File: config.mk
export PLATFORM = sky130hd
export DESIGN_NAME = audio_protocol_frame_responder
export DESIGN_NICKNAME = d
export VERILOG_FILES = /design/src/apfr_pkg.sv /design/src/apfr_front.sv /design/src/apfr_queue.sv /design/src/apfr_back.sv /design/src/audio_protocol_frame_responder.sv
export SDC_FILE = /design/constraint.sdc
export NUM_CORES = 1
export LEC_CHECK = 0
export ABC_AREA = 1
export BUFFER_PORTS_ARGS = -buffer_cell sky130_fd_sc_hd__buf_2
export CAP_MARGIN = 20
export CORE_AREA = 3 3 196 198
export DETAILED_ROUTE_END_ITERATION = 6
export DIE_AREA = 0 0 199 201
export PLACE_DENSITY = 0.8
export SYNTH_ARGS = -nofsm -noshare
export SYNTH_HDL_FRONTEND = slang
export SYNTH_SLANG_ARGS = --single-unit
File: constraint.sdc
create_clock -name clk -period 8.03 [get_ports clk]
set_input_delay 0.803 -clock clk [delete_from_list [all_inputs] [get_ports clk]]
set_output_delay 0.803 -clock clk [all_outputs]
set_load 0.005 [all_outputs]
File: src/apfr_pkg.sv
// Shared types, constants and reply byte table for the frame responder.
package apfr_pkg;

  // Descriptor and packet layout
  localparam int unsigned DESC_BYTES  = 20;
  localparam int unsigned HEAD_BYTES  = 10;
  localparam int unsigned MAX_FRAME_LOG2_DEF = 24;

  localparam logic [31:0] CTRL_CHANNEL = 32'hFFFF_FFFF;
  localparam logic [7:0]  TAG_WORD     = 8'h4C;
  localparam logic [31:0] CMD_REPLY    = 32'd2;
  localparam logic [31:0] CMD_AUTH     = 32'd8;
  localparam logic [31:0] CMD_SET_NAME = 32'd9;
  localparam logic [31:0] CMD_SUBSCRIBE = 32'd35;

  // Reply lengths in bytes, descriptor included
  localparam logic [5:0] REPLY_LONG_BYTES  = 6'd35;
  localparam logic [5:0] REPLY_SHORT_BYTES = 6'd30;

  // Configuration register defaults
  localparam logic [24:0] MAX_FRAME_LEN_RST  = 25'd16777216;
  localparam logic [31:0] SERVER_VERSION_RST = 32'd34;

  // Queue between front and back
  localparam int unsigned QUEUE_DEPTH = 2;
  localparam int unsigned QPTR_W      = (QUEUE_DEPTH > 1) ? $clog2(QUEUE_DEPTH) : 1;

  // Output request packing
  localparam int unsigned OUT_TDATA_W = 72;
  localparam int unsigned OUT_TUSER_W = 2;

  typedef enum logic [0:0] {
    REG_MAX_FRAME_LEN  = 1'b0,
    REG_SERVER_VERSION = 1'b1
  } reg_index_t;

  typedef enum logic [1:0] {
    KIND_REPLY = 2'd0,
    KIND_BLOCK = 2'd1,
    KIND_ERROR = 2'd2
  } out_kind_t;

  typedef enum logic [2:0] {
    ERR_SHM_FLAGS   = 3'd0,
    ERR_BAD_LENGTH  = 3'd1,
    ERR_PKT_FLAGS   = 3'd2,
    ERR_MALFORMED   = 3'd3,
    ERR_UNSUPPORTED = 3'd4
  } err_code_t;

  typedef enum logic [1:0] {
    SEL_AUTH      = 2'd0,
    SEL_SET_NAME  = 2'd1,
    SEL_SUBSCRIBE = 2'd2
  } reply_sel_t;

  // One unit of work handed from front to back
  typedef struct packed {
    out_kind_t   kind;
    err_code_t   err;
    reply_sel_t  sel;
    logic [31:0] tag;
    logic [24:0] length;
    logic [31:0] channel;
  } job_t;

  typedef struct packed {
    logic full;
    logic empty;
  } queue_stat_t;

  // Byte idx of a reply frame
  function automatic logic [7:0] reply_byte_f(input logic [5:0] idx,
                                              input reply_sel_t sel,
                                              input logic [31:0] tag,
                                              input logic [31:0] version);
    logic [31:0] word3;
    logic [7:0]  plen;
    logic [7:0]  res;
    word3 = (sel == SEL_AUTH) ? version : 32'd0;
    plen  = (sel == SEL_SUBSCRIBE) ? 8'd10 : 8'd15;
    unique case (idx)
      6'd3:                       res = plen;
      6'd4, 6'd5, 6'd6, 6'd7:     res = 8'hFF;
      6'd20, 6'd25, 6'd30:        res = TAG_WORD;
      6'd24:                      res = CMD_REPLY[7:0];
      6'd26:                      res = tag[31:24];
      6'd27:                      res = tag[23:16];
      6'd28:                      res = tag[15:8];
      6'd29:                      res = tag[7:0];
      6'd31:                      res = word3[31:24];
      6'd32:                      res = word3[23:16];
      6'd33:                      res = word3[15:8];
      6'd34:                      res = word3[7:0];
      default:                    res = 8'd0;
    endcase
    return res;
  endfunction

endpackage

File: src/apfr_front.sv
// Front end: descriptor assembly, frame checks and packet header decode.
module apfr_front
  import apfr_pkg::*;
#(
  parameter int unsigned MAX_FRAME_LOG2 = MAX_FRAME_LOG2_DEF
) (
  input  logic        clk,
  input  logic        rst,
  input  logic        in_valid,
  output logic        in_ready,
  input  logic [7:0]  rx_byte,
  input  logic [24:0] max_frame_len,
  input  queue_stat_t qstat,
  output logic        push,
  output job_t        push_job
);

  localparam int unsigned PW = MAX_FRAME_LOG2;
  localparam logic [24:0] LIMIT_CAP = 25'(1) << MAX_FRAME_LOG2;

  logic [4:0]    desc_cnt;
  logic          in_payload;
  logic [PW-1:0] pay_cnt;
  logic [31:0]   frame_length;
  logic [31:0]   frame_channel;
  logic [31:0]   frame_flags;
  logic          is_memory_block;
  logic [7:0]    packet_head [HEAD_BYTES];
  logic          closed;

  logic          accept;
  logic [31:0]   flags_next;
  logic [24:0]   limit;
  logic          head_wr;
  logic [7:0]    head_view [HEAD_BYTES];
  logic [31:0]   cmd;
  logic [31:0]   tag;
  logic          frame_end;

  assign in_ready = closed || !qstat.full;
  assign accept   = in_valid && in_ready && !closed;

  assign flags_next = {frame_flags[23:0], rx_byte};
  assign limit      = (max_frame_len < LIMIT_CAP) ? max_frame_len : LIMIT_CAP;
  assign head_wr    = in_payload && !is_memory_block &&
                      (pay_cnt < PW'(HEAD_BYTES));
  assign frame_end  = in_payload && ({1'b0, pay_cnt} + (PW+1)'(1) ==
                      frame_length[PW:0]);

  // Header as seen including the byte arriving now
  always_comb begin
    for (int k = 0; k < HEAD_BYTES; k++) begin
      head_view[k] = (head_wr && pay_cnt == PW'(k)) ? rx_byte : packet_head[k];
    end
    cmd = {head_view[1], head_view[2], head_view[3], head_view[4]};
    tag = {head_view[6], head_view[7], head_view[8], head_view[9]};
  end

  // Job classification for the current byte
  always_comb begin
    push              = 1'b0;
    push_job          = '0;
    push_job.kind     = KIND_ERROR;
    push_job.err      = ERR_SHM_FLAGS;
    push_job.sel      = SEL_AUTH;
    push_job.tag      = tag;
    push_job.length   = frame_length[24:0];
    push_job.channel  = frame_channel;
    if (accept && !in_payload && desc_cnt == 5'(DESC_BYTES - 1)) begin
      if (flags_next[31:24] != 8'd0) begin
        push         = 1'b1;
        push_job.err = ERR_SHM_FLAGS;
      end else if (frame_length == 32'd0 || frame_length > {7'd0, limit}) begin
        push         = 1'b1;
        push_job.err = ERR_BAD_LENGTH;
      end else if (frame_channel == CTRL_CHANNEL && flags_next != 32'd0) begin
        push         = 1'b1;
        push_job.err = ERR_PKT_FLAGS;
      end
    end else if (accept && frame_end) begin
      push = 1'b1;
      if (is_memory_block) begin
        push_job.kind = KIND_BLOCK;
      end else if (frame_length < 32'd5 || head_view[0] != TAG_WORD ||
                   frame_length < 32'(HEAD_BYTES) || head_view[5] != TAG_WORD) begin
        push_job.err = ERR_MALFORMED;
      end else if (cmd == CMD_AUTH) begin
        push_job.kind = KIND_REPLY;
        push_job.sel  = SEL_AUTH;
      end else if (cmd == CMD_SET_NAME) begin
        push_job.kind = KIND_REPLY;
        push_job.sel  = SEL_SET_NAME;
      end else if (cmd == CMD_SUBSCRIBE) begin
        push_job.kind = KIND_REPLY;
        push_job.sel  = SEL_SUBSCRIBE;
      end else begin
        push_job.err = ERR_UNSUPPORTED;
      end
    end
  end

  // Control state
  always_ff @(posedge clk) begin
    if (rst) begin
      desc_cnt        <= '0;
      in_payload      <= 1'b0;
      pay_cnt         <= '0;
      is_memory_block <= 1'b0;
      closed          <= 1'b0;
    end else if (accept) begin
      if (push && push_job.kind == KIND_ERROR) begin
        closed <= 1'b1;
      end
      if (!in_payload) begin
        if (desc_cnt == 5'(DESC_BYTES - 1)) begin
          desc_cnt        <= '0;
          in_payload      <= 1'b1;
          pay_cnt         <= '0;
          is_memory_block <= (frame_channel != CTRL_CHANNEL);
        end else begin
          desc_cnt <= desc_cnt + 5'd1;
        end
      end else if (frame_end) begin
        in_payload <= 1'b0;
      end else begin
        pay_cnt <= pay_cnt + PW'(1);
      end
    end
  end

  // Descriptor words and packet header bytes
  always_ff @(posedge clk) begin
    if (rst) begin
      frame_length  <= '0;
      frame_channel <= '0;
      frame_flags   <= '0;
    end else if (accept && !in_payload) begin
      if (desc_cnt < 5'd4) begin
        frame_length <= {frame_length[23:0], rx_byte};
      end else if (desc_cnt < 5'd8) begin
        frame_channel <= {frame_channel[23:0], rx_byte};
      end else if (desc_cnt >= 5'd16) begin
        frame_flags <= flags_next;
      end
    end
  end

  always_ff @(posedge clk) begin
    if (accept && head_wr) begin
      for (int k = 0; k < HEAD_BYTES; k++) begin
        if (pay_cnt == PW'(k)) begin
          packet_head[k] <= rx_byte;
        end
      end
    end
  end

endmodule

File: src/apfr_queue.sv
// Short job queue between the front and back ends.
module apfr_queue
  import apfr_pkg::*;
(
  input  logic        clk,
  input  logic        rst,
  input  logic        push,
  input  job_t        push_job,
  input  logic        pop,
  output job_t        head_job,
  output queue_stat_t qstat
);

  job_t                entries [QUEUE_DEPTH];
  logic [QPTR_W-1:0]   wr_ptr;
  logic [QPTR_W-1:0]   rd_ptr;
  logic [QPTR_W:0]     count;
  logic                do_push;
  logic                do_pop;

  assign qstat.full  = (count == (QPTR_W+1)'(QUEUE_DEPTH));
  assign qstat.empty = (count == '0);
  assign do_push     = push && !qstat.full;
  assign do_pop      = pop && !qstat.empty;
  assign head_job    = entries[rd_ptr];

  // Pointers and fill count
  always_ff @(posedge clk) begin
    if (rst) begin
      wr_ptr <= '0;
      rd_ptr <= '0;
      count  <= '0;
    end else begin
      if (do_push) begin
        wr_ptr <= (wr_ptr == QPTR_W'(QUEUE_DEPTH - 1)) ? '0 : wr_ptr + QPTR_W'(1);
      end
      if (do_pop) begin
        rd_ptr <= (rd_ptr == QPTR_W'(QUEUE_DEPTH - 1)) ? '0 : rd_ptr + QPTR_W'(1);
      end
      if (do_push && !do_pop) begin
        count <= count + (QPTR_W+1)'(1);
      end else if (do_pop && !do_push) begin
        count <= count - (QPTR_W+1)'(1);
      end
    end
  end

  // Storage
  always_ff @(posedge clk) begin
    if (do_push) begin
      entries[wr_ptr] <= push_job;
    end
  end

endmodule

File: src/apfr_back.sv
// Back end: expands queued jobs into output requests through a register.
module apfr_back
  import apfr_pkg::*;
(
  input  logic                   clk,
  input  logic                   rst,
  input  job_t                   head_job,
  input  queue_stat_t            qstat,
  output logic                   pop,
  input  logic [31:0]            server_version,
  output logic                   m_tvalid,
  input  logic                   m_tready,
  output logic [OUT_TDATA_W-1:0] m_tdata,
  output logic [OUT_TUSER_W-1:0] m_tuser,
  output logic                   m_tlast
);

  logic [5:0]             idx;
  logic                   load;
  logic [5:0]             total;
  logic                   job_last;
  logic [7:0]             rbyte;
  logic [OUT_TDATA_W-1:0] tdata_next;
  logic                   tlast_next;

  assign load     = !qstat.empty && (!m_tvalid || m_tready);
  assign total    = (head_job.sel == SEL_SUBSCRIBE) ? REPLY_SHORT_BYTES
                                                    : REPLY_LONG_BYTES;
  assign job_last = (head_job.kind != KIND_REPLY) || (idx == total - 6'd1);
  assign pop      = load && job_last;
  assign rbyte    = reply_byte_f(idx, head_job.sel, head_job.tag, server_version);

  // Byte counter within the current reply
  always_ff @(posedge clk) begin
    if (rst) begin
      idx <= '0;
    end else if (load) begin
      idx <= job_last ? 6'd0 : idx + 6'd1;
    end
  end

  // Output request fields for the head job
  always_comb begin
    tdata_next = '0;
    tlast_next = 1'b0;
    unique case (head_job.kind)
      KIND_REPLY: begin
        tdata_next[7:0] = rbyte;
        tlast_next      = job_last;
      end
      KIND_BLOCK: begin
        tdata_next[35:11] = head_job.length;
        tdata_next[67:36] = head_job.channel;
      end
      default: begin
        tdata_next[10:8] = head_job.err;
      end
    endcase
  end

  // Output register
  always_ff @(posedge clk) begin
    if (rst) begin
      m_tvalid <= 1'b0;
    end else if (load) begin
      m_tvalid <= 1'b1;
    end else if (m_tready) begin
      m_tvalid <= 1'b0;
    end
  end

  always_ff @(posedge clk) begin
    if (load) begin
      m_tuser <= head_job.kind;
      m_tdata <= tdata_next;
      m_tlast <= tlast_next;
    end
  end

endmodule

File: src/audio_protocol_frame_responder.sv
// Top level of the stream frame responder: configuration registers and wiring.
//
// Input channel s_*: one client stream byte per request in s_tdata. Each
// frame is a 20-byte big-endian descriptor (length, channel, two offsets,
// flags) followed by length payload bytes.
// Output channel m_*: tuser carries the kind (reply byte, memory block
// notice, fatal error); tlast marks the final byte of a reply frame.
// Configuration channel cfg_*: cfg_index 0 sets the largest payload length,
// 1 sets the version word given in the auth reply; always ready.
// Throughput: one input byte per cycle while the job queue has room. A
// reply produces 30 or 35 output requests, one per cycle while the receiver
// accepts them; the two-entry job queue absorbs the bytes of following frames
// until it fills, after which s_tready drops.
// A result for the byte that causes it reaches m_* through the queue write and
// then the output register.
// Reset clears all control state and loads the register defaults. After an
// error the block reports it once, then accepts and drops every byte.
// When the receiver stalls the output register holds, the queue fills and
// the input side is held off.
module audio_protocol_frame_responder
  import apfr_pkg::*;
#(
  parameter int unsigned MAX_FRAME_LOG2 = MAX_FRAME_LOG2_DEF
) (
  input  logic                   clk,
  input  logic                   rst,
  // Input stream
  input  logic                   s_tvalid,
  output logic                   s_tready,
  input  logic [7:0]             s_tdata,   // [7:0] rx_byte
  // Output stream
  output logic                   m_tvalid,
  input  logic                   m_tready,
  output logic [OUT_TDATA_W-1:0] m_tdata,   // [7:0] reply_byte, [10:8] error_code,
                                            // [35:11] block_length,
                                            // [67:36] block_channel, [71:68] zero
  output logic [OUT_TUSER_W-1:0] m_tuser,   // [1:0] out_kind
  output logic                   m_tlast,   // last_of_run
  // Configuration writes
  input  logic                   cfg_valid,
  output logic                   cfg_ready,
  input  logic [0:0]             cfg_index,
  input  logic [31:0]            cfg_data
);

  logic [24:0] max_frame_len;
  logic [31:0] server_version;
  logic        push;
  job_t        push_job;
  job_t        head_job;
  logic        pop;
  queue_stat_t qstat;

  assign cfg_ready = 1'b1;

  // Configuration registers
  always_ff @(posedge clk) begin
    if (rst) begin
      max_frame_len  <= MAX_FRAME_LEN_RST;
      server_version <= SERVER_VERSION_RST;
    end else if (cfg_valid && cfg_ready) begin
      unique case (reg_index_t'(cfg_index))
        REG_MAX_FRAME_LEN:  max_frame_len  <= cfg_data[24:0];
        REG_SERVER_VERSION: server_version <= cfg_data;
        default:            ;
      endcase
    end
  end

  apfr_front #(
    .MAX_FRAME_LOG2(MAX_FRAME_LOG2)
  ) u_front (
    .clk          (clk),
    .rst          (rst),
    .in_valid     (s_tvalid),
    .in_ready     (s_tready),
    .rx_byte      (s_tdata),
    .max_frame_len(max_frame_len),
    .qstat        (qstat),
    .push         (push),
    .push_job     (push_job)
  );

  apfr_queue u_queue (
    .clk     (clk),
    .rst     (rst),
    .push    (push),
    .push_job(push_job),
    .pop     (pop),
    .head_job(head_job),
    .qstat   (qstat)
  );

  apfr_back u_back (
    .clk           (clk),
    .rst           (rst),
    .head_job      (head_job),
    .qstat         (qstat),
    .pop           (pop),
    .server_version(server_version),
    .m_tvalid      (m_tvalid),
    .m_tready      (m_tready),
    .m_tdata       (m_tdata),
    .m_tuser       (m_tuser),
    .m_tlast       (m_tlast)
  );

endmodule
; After elaboration in Yosys (flattened, before gate mapping)
; Memories as Yosys holds them, arrays and structs flattened. A register that Yosys moved wholly into a read port is not among the register bits.
; Cells that the tools add are included.
; Widths: inputs -> output; s select.
[totals]
reg_bits = 259
latchBits = 0
ramBits = 272
rom_bits = 0
inputBits = 46
elab_cells = 274
memories = 2
[mem_list]
columns = name, words, word_bits, read_ports, rd_clocked_by_memory_dff, wr, line
row1 = u_queue.entries, 2, 96, 1, 1, 1, apfr_queue.sv:14  ; job_t entries [QUEUE_DEPTH];
row2 = u_front.packet_head, 10, 8, 10, 0, 1, apfr_front.sv:28  ; logic [7:0] packet_head [HEAD_BYTES];
[op_classes]
add_sub_neg = 9
multipliers = 0
div_mod_pow = 0
n_lt_le_gt_ge = 8
n_eq_ne = 41
shift = 0
n_mux = 116
n_bitwise = 4
n_reduce_logical = 74
[op_table]
columns = operator, count
row1 = $mux 8, 19
row2 = $eq 24x3->1 const B, 4
row3 = $pmux 8 s12, 1
row4 = $mux 24, 3
row5 = $reduce_or 8->1, 9
row6 = $eq 32x4->1 const B, 2
row7 = $mux 1, 55
row8 = $eq 6x5->1 const B, 9
row9 = $eq 24x2->1 const B, 2
row10 = $eq 24x4->1 const B, 2
row11 = $mux 4, 9
row12 = $eq 32x32->1 const B, 1
row13 = $eq 32x6->1 const B, 1
row14 = $gt 32x25->1, 1
row15 = $logic_not 32->1, 1
row16 = $lt 32x3->1 const B, 1
row17 = $lt 32x4->1 const B, 1
row18 = $mux 32, 1
row19 = $ne 32x32->1 const B, 1
row20 = $reduce_bool 32->1, 1
row21 = $mux 2, 14
row22 = $logic_and 1x1->1, 27
row23 = $add 24x1->25 const B, 1
row24 = $eq 25x25->1, 1
row25 = other kinds (40), 85

; Longest topological paths before layout
[depth]
ltp_word = 18
mapped_depth = 21
depth_no_buf = 20

; Cells and area by module
; A second synthesis with hierarchy kept.
[unflattened]
hier_cells = 2469
hier_area_um2 = 23944.2
[by_module_without_submodules]
columns = mod, instances, cells_per_inst, area_each_um2
row1 = apfr_front, 1, 1345, 10334.9
row2 = apfr_queue, 1, 336, 7370.8
row3 = apfr_back, 1, 485, 4043.9
row4 = audio_protocol_frame_responder, 1, 303, 2194.6

; Worst setup path before layout
; Ideal clock, no wire load.
[synth_timing]
kind = reg2reg
start = register u_front.pay_cnt[0]
end = memory u_queue.entries[1][0] (netlist name) (enable)
setup_time_ps = 554
arrival_ps = 6138
setup_slack_ps = 1338
stages_incl_launch_ff = 16
period_less_slack_ps = 6692
cell_sequence = dfxtp_1 -> ha_1 -> nand2_1 -> nor2_4 -> nand2_1 -> nor2_4 -> nand3_1 -> nand2_1 -> nand2_1 -> nand2_1 -> nand3_1 -> nor2_4 -> nand3_1 -> nand2_1 -> inv_1 -> nor2_1
[synth_via]
elab_chain_cells = 9
[synth_rtl]
columns = item, line
row1 = "start, declared", apfr_front.sv:23  ; logic [PW-1:0] pay_cnt;
row2 = "start signal, assigned", apfr_front.sv:126  ; pay_cnt <= pay_cnt + PW'(1);
row3 = $add 24x1->25, apfr_front.sv:47  ; assign frame_end = in_payload && ({1'b0, pay_cnt} + (PW+1)'(1) ==
row4 = $eq 25x25->1, apfr_front.sv:47
row5 = $logic_and 1x1->1, apfr_front.sv:47
row6 = $logic_and 1x1->1, apfr_front.sv:80  ; end else if (accept && frame_end) begin
row7 = $mux 1, apfr_front.sv:80
row8 = $mux 1, apfr_front.sv:69  ; if (accept && !in_payload && desc_cnt == 5'(DESC_BYTES - 1)) begin
row9 = $logic_and 1x1->1, apfr_queue.sv:23  ; assign do_push = push && !qstat.full;
row10 = named net u_queue.do_push, apfr_queue.sv:18  ; logic do_push;
row11 = $mux 1, apfr_queue.sv:50  ; if (do_push) begin
row12 = $mux 1 (not written as such), apfr_queue.sv:51  ; entries[wr_ptr] <= push_job;
row13 = "end, declared", apfr_queue.sv:14
; The timed path passes the listed nets, and every way through them passes these cells.

; Worst setup path after layout
[layout_timing]
start = register u_front.in_payload
end = memory u_front.packet_head[8][7] (enable)
[layout_via]
elab_chain_cells = 15
word_cells_on_any_way = 50
cone_classes = mux: 38 / reduce/logical: 12
[layout_rtl]
columns = item, line
row1 = "start, declared", apfr_front.sv:22  ; logic in_payload;
row2 = "start signal, assigned", apfr_front.sv:106  ; in_payload <= 1'b0;
row3 = "start signal, assigned", apfr_front.sv:117  ; in_payload <= 1'b1;
row4 = "start signal, assigned", apfr_front.sv:124  ; in_payload <= 1'b0;
row5 = $logic_and 1x1->1 * (2 in series), apfr_front.sv:45  ; assign head_wr = in_payload && !is_memory_block &&
row6 = $logic_and 1x1->1 *, apfr_front.sv:149  ; if (accept && head_wr) begin
row7 = $mux 1, apfr_front.sv:149
row8 = $mux 1 (not written as such), apfr_front.sv:152  ; packet_head[k] <= rx_byte;
row9 = $reduce_or 8->1 (no line), -
row10 = $mux 4 (no line) / $mux 1 (equally long branches) (9 in series), -
row11 = "end, declared", apfr_front.sv:28
; Every way passes the cells marked *; elsewhere a longest branch is shown, timed or not.

==> qor_table.md <==
| Stage | Metric | This run |
|---|---|---|
| sta | Time the final worst path needs with I/O delays and setup | 4190 ps |
| grt | Wire length of the first global-routing pass | 84400 um |
| sta | Number of setup violations in the final report | 0 |
| grt | Overflow left after global routing | 0 |
| cts | Number of clock buffers inserted by TritonCTS | 51 |
| die | Initial Util | 61.0% |
| place | IO Port Bufs | 118 |
| synthesis | Post-synthesis async set-or-reset flop share | 0% |
| power | VDD IR max | 172 uV |
| layout | Antenna Cells | 0 |
| power | Power after layout | 5690 uW |
| sta | Final setup TNS | 0 ps |
| critical path | Cell type of the slowest stage on the worst timing path | clkinv_1 |
| routing | Detailed Routing Iterations Pass 1 | 6 |
| synthesis | Top cells by count, synth | 427 x nand2_1, 343 x edfxtp_1, 304 x nor2_1, 212 x a21oi_1, 189 x dfxtp_1 |
| cts | Clk Latency, worst-skew pair | 600 ps |
| critical path | Critical path endpoint category | flip-flop |
| sta | Peak clock frequency supported by timing | 239 MHz |
| synthesis | Area contributors post-synth | edfxtp_1 46%, dfxtp_1 17%, nand2_1 7.2%, nor2_1 5.1%, a21oi_1 4.7% |
| routing | Number of DRC markers after the initial detailed-route iteration | 1998 |
| synthesis | Synthesized flop and latch total | 532 |
| die | # rows | 70 |
| sta | Slew margin rel. | 29.7% |
| routing | Final antenna-violating net count | 0 |
| place | Placed Area | 23300 um2 |
| power | Leak pwr | 0.00971 uW |
| sta | Max-slew violation count | 0 |
| synthesis | Number of distinct library cell variants in the gate-level netlist after synthesis | 54 |
| die | Floorplan die height | 201 um |
| die | Floorplan core area | 36700 um2 |
| critical path | Endpoint required time on the critical path | 8260 ps |
| routing | Routed wirelength normalized by instance count | 18.9 um |
| routing | Sum of routed wire length over all layers | 54600 um |
| critical path | Type of the worst setup path | flip-flop to flip-flop |
| cts | Clock transition time at the flip-flop clock pins of the worst setup and hold paths | 60 ps |
| place | Routability congestion estimate | 0.935 |
| synthesis | Yosys top cell by area | edfxtp_1 |
| cts | Number of sinks handled by clock tree synthesis | 532 |
| sta | RSZ-0062 raised after global routing | no |
| critical path | Most repeated library cell on the critical path | nor2_1 |
| synthesis | Post-synth EDFFs | 343 |
| power | Power Dens Cells | 226 nW/um2 |
| synthesis | Post-Syn Area per Cell | 9.81 um2 |
| synthesis | Most numerous cell in the Yosys netlist | nand2_1 |
| sta | Final hold violation count | 0 |
| grt | Combined global-route utilization of all metal layers | 26.9% |
| die | Top Ports | 124 |
| layout | Share of cells above drive strength 1 | 10.9% |
| sta | Final Skew | 13.6 ps |
| die | Horizontal die dimension | 199 um |
| layout | Utilization after layout | 68.5% |
| die | Die footprint | 40000 um2 |
| run status | Result of the run | completed |
| cts | H-tree lvl count | 2 |
| layout | Number of nets in the layout | 2458 |
| grt | GRT Max-Usage Layer | met2 |
| critical path | Type of element launching the critical path | flip-flop |
| critical path | Crit-path cells | clkinv_1 -> nor2_1 -> nand3_1 -> nor2_1 -> inv_1 -> nor4_1 -> clkinv_1 -> nor2_1 |
| sta | Final-layout worst hold slack | 458 ps |
| cts | Maximum buffer depth of the clock tree | 3 |
| cts | Root buffer cell | clkbuf_16 |
| grt | M1 GR Usage | 39.3% |
| routing | Via total after detailed routing | 16.9k |
| grt | Vias in the first global route | 15.5k |
| grt | Global-route met2 utilization | 41.2% |
| sta | Worst-Margin Slew | 1060 ps |
| critical path | Max incr delay on CP | 670 ps |
| layout | Area added between synthesis and finish | 12.3% |
| synthesis | Part of the Yosys area used for sequential elements | 62.9% |
| synthesis | Syn Inst Count | 2281 |
| grt | Pin count of the biggest net entering global routing | 125 |
| synthesis | Netlist area before placement | 22400 um2 |
| routing | Post-detailed-route via-to-cell ratio | 5.84 |
| cts | TritonCTS clock tree | yes |
| job | Max_cap viols | 0 |
| cts | Quantity of hold-fixing buffers added after cts | 0 |
| synthesis | Number of warning messages in the yosys log | 0 |
| synthesis | Primary flip-flop cell chosen by synthesis mapping | edfxtp_1 |
| critical path | Crit path arrival time | 4420 ps |
| cts | Resized cells post-CTS | 0 |
| worst hold path | Worst min-delay path class | flip-flop to flip-flop |
| place | Estimated wirelength of the detail-placed design | 36500 um |
| critical path | Highest fanout seen on the critical path | 17 |
| layout | Finished layout cell area | 25100 um2 |
| grt | Initial antenna violation count | 0 |
| synthesis | Fraction of synthesized cell area taken by the top area cell type | 46.0% |
| cts | Post-CTS setup repair buffer count | 0 |
| sta | Share of the clock period used by the worst path | 52.2% |
| routing | DRC violation count after routing | 0 |
| grt | GR Util met3 | 4.41% |
-- stage by stage --
| step | setup slack, ps | std cells |
|---|---|---|
| floorplan | 1340 | 2284 |
| global placement | 3270 | 2789 |
| detailed placement | 3200 | 2789 |
| CTS | 3380 | 2885 |
| global route | 3540 | 2888 |
| finish | 3840 | 2888 |
-- worst max-delay path, delay by kind of cell, from the launching register on --
kind	cells	cell delay [ps]
buf+inv	3	1260
flops	1	600
simple gates	5	1950
-- metal layers --
metal  part of all wire [%]  wire length (um)  vias to the layer above
met5                      0                 0                        -
li1                       -                 -                     7978
met4                    3.0              1630                        0
met2                     46             24900                      779
met3                    9.3              5080                      113
met1                     42             23000                     7983
-- power by group --
group | total (uW) | internal (uW) | switching, uW
registers | 2970 | 2920 | 41.1
clock network | 2530 | 1510 | 1030
logic | 190 | 60.6 | 130
-- layout make-up --
type	count	area, um2
Clock buffer	63	1400
Clock inverter	33	397
Fill cell	2661	11500
Inverter	196	737
Multi-Input combinational cell	1462	7210
Sequential cell	532	14100
Tap cell	468	586
Timing Repair Buffer	134	733
-- kinds of logic (layout without fill, tap and decap cells) --
family / count (synthesis) / count (layout) / synth area share, %
other: 2 / 5 / 0.0335
adder cells (fa/ha/maj): 35 / 35 / 1.96
buffers and inverters: 290 / 426 / 5.13
flip-flops: 532 / 532 / 62.9
XOR/XNOR: 17 / 17 / 0.883
AO/OA/AOI/OAI: 468 / 468 / 11.1
multiplexers: 3 / 3 / 0.134
AND/OR/NAND/NOR: 934 / 934 / 17.8
-- registers in the layout, summed over array words and instances, names as in the netlist, 2 cells and up, named ones only --
register               cells
u_front.desc_cnt           5
u_queue.count              2
u_front.frame_length      32
u_front.packet_head       80
server_version            32
u_queue.entries          192
u_front.frame_flags       24
u_front.pay_cnt           24
max_frame_len             25
u_back.m_tdata            68
u_front.frame_channel     32
u_back.idx                 6
u_back.m_tuser             2
-- cells in the final DEF, fill, tap and decap left out, drive strengths merged, types with 3 or more instances in the layout --
cell / count
nor3: 20
nor2: 315
a2111oi: 5
xnor3: 3
clkbuf: 63
buf: 134
a31oi: 6
o22ai: 17
bufinv: 8
mux2i: 3
a21oi: 212
o21a: 10
ha: 35
nand4: 27
clkinvlp: 4
inv: 193
o211ai: 3
dfxtp: 189
nor4: 24
nand3: 104
xor2: 12
a22oi: 3
conb: 5
nand2: 435
o21ai: 197
edfxtp: 343
or2: 6
o21bai: 5
clkinv: 24
-- path summary, 6_finish.rpt --
check                           from                   endpoint  slack [ps]  depth (start not counted)
setup reg to reg  u_front.in_payload  u_front.packet_head[8][7]        3840                          8
setup / recovery  u_front.in_payload  u_front.packet_head[8][7]        3840                          8
hold / removal     server_version[9]          server_version[9]         460                          2
hold reg to reg    server_version[9]          server_version[9]         460                          2
Power figures use the tool's default switching activity.
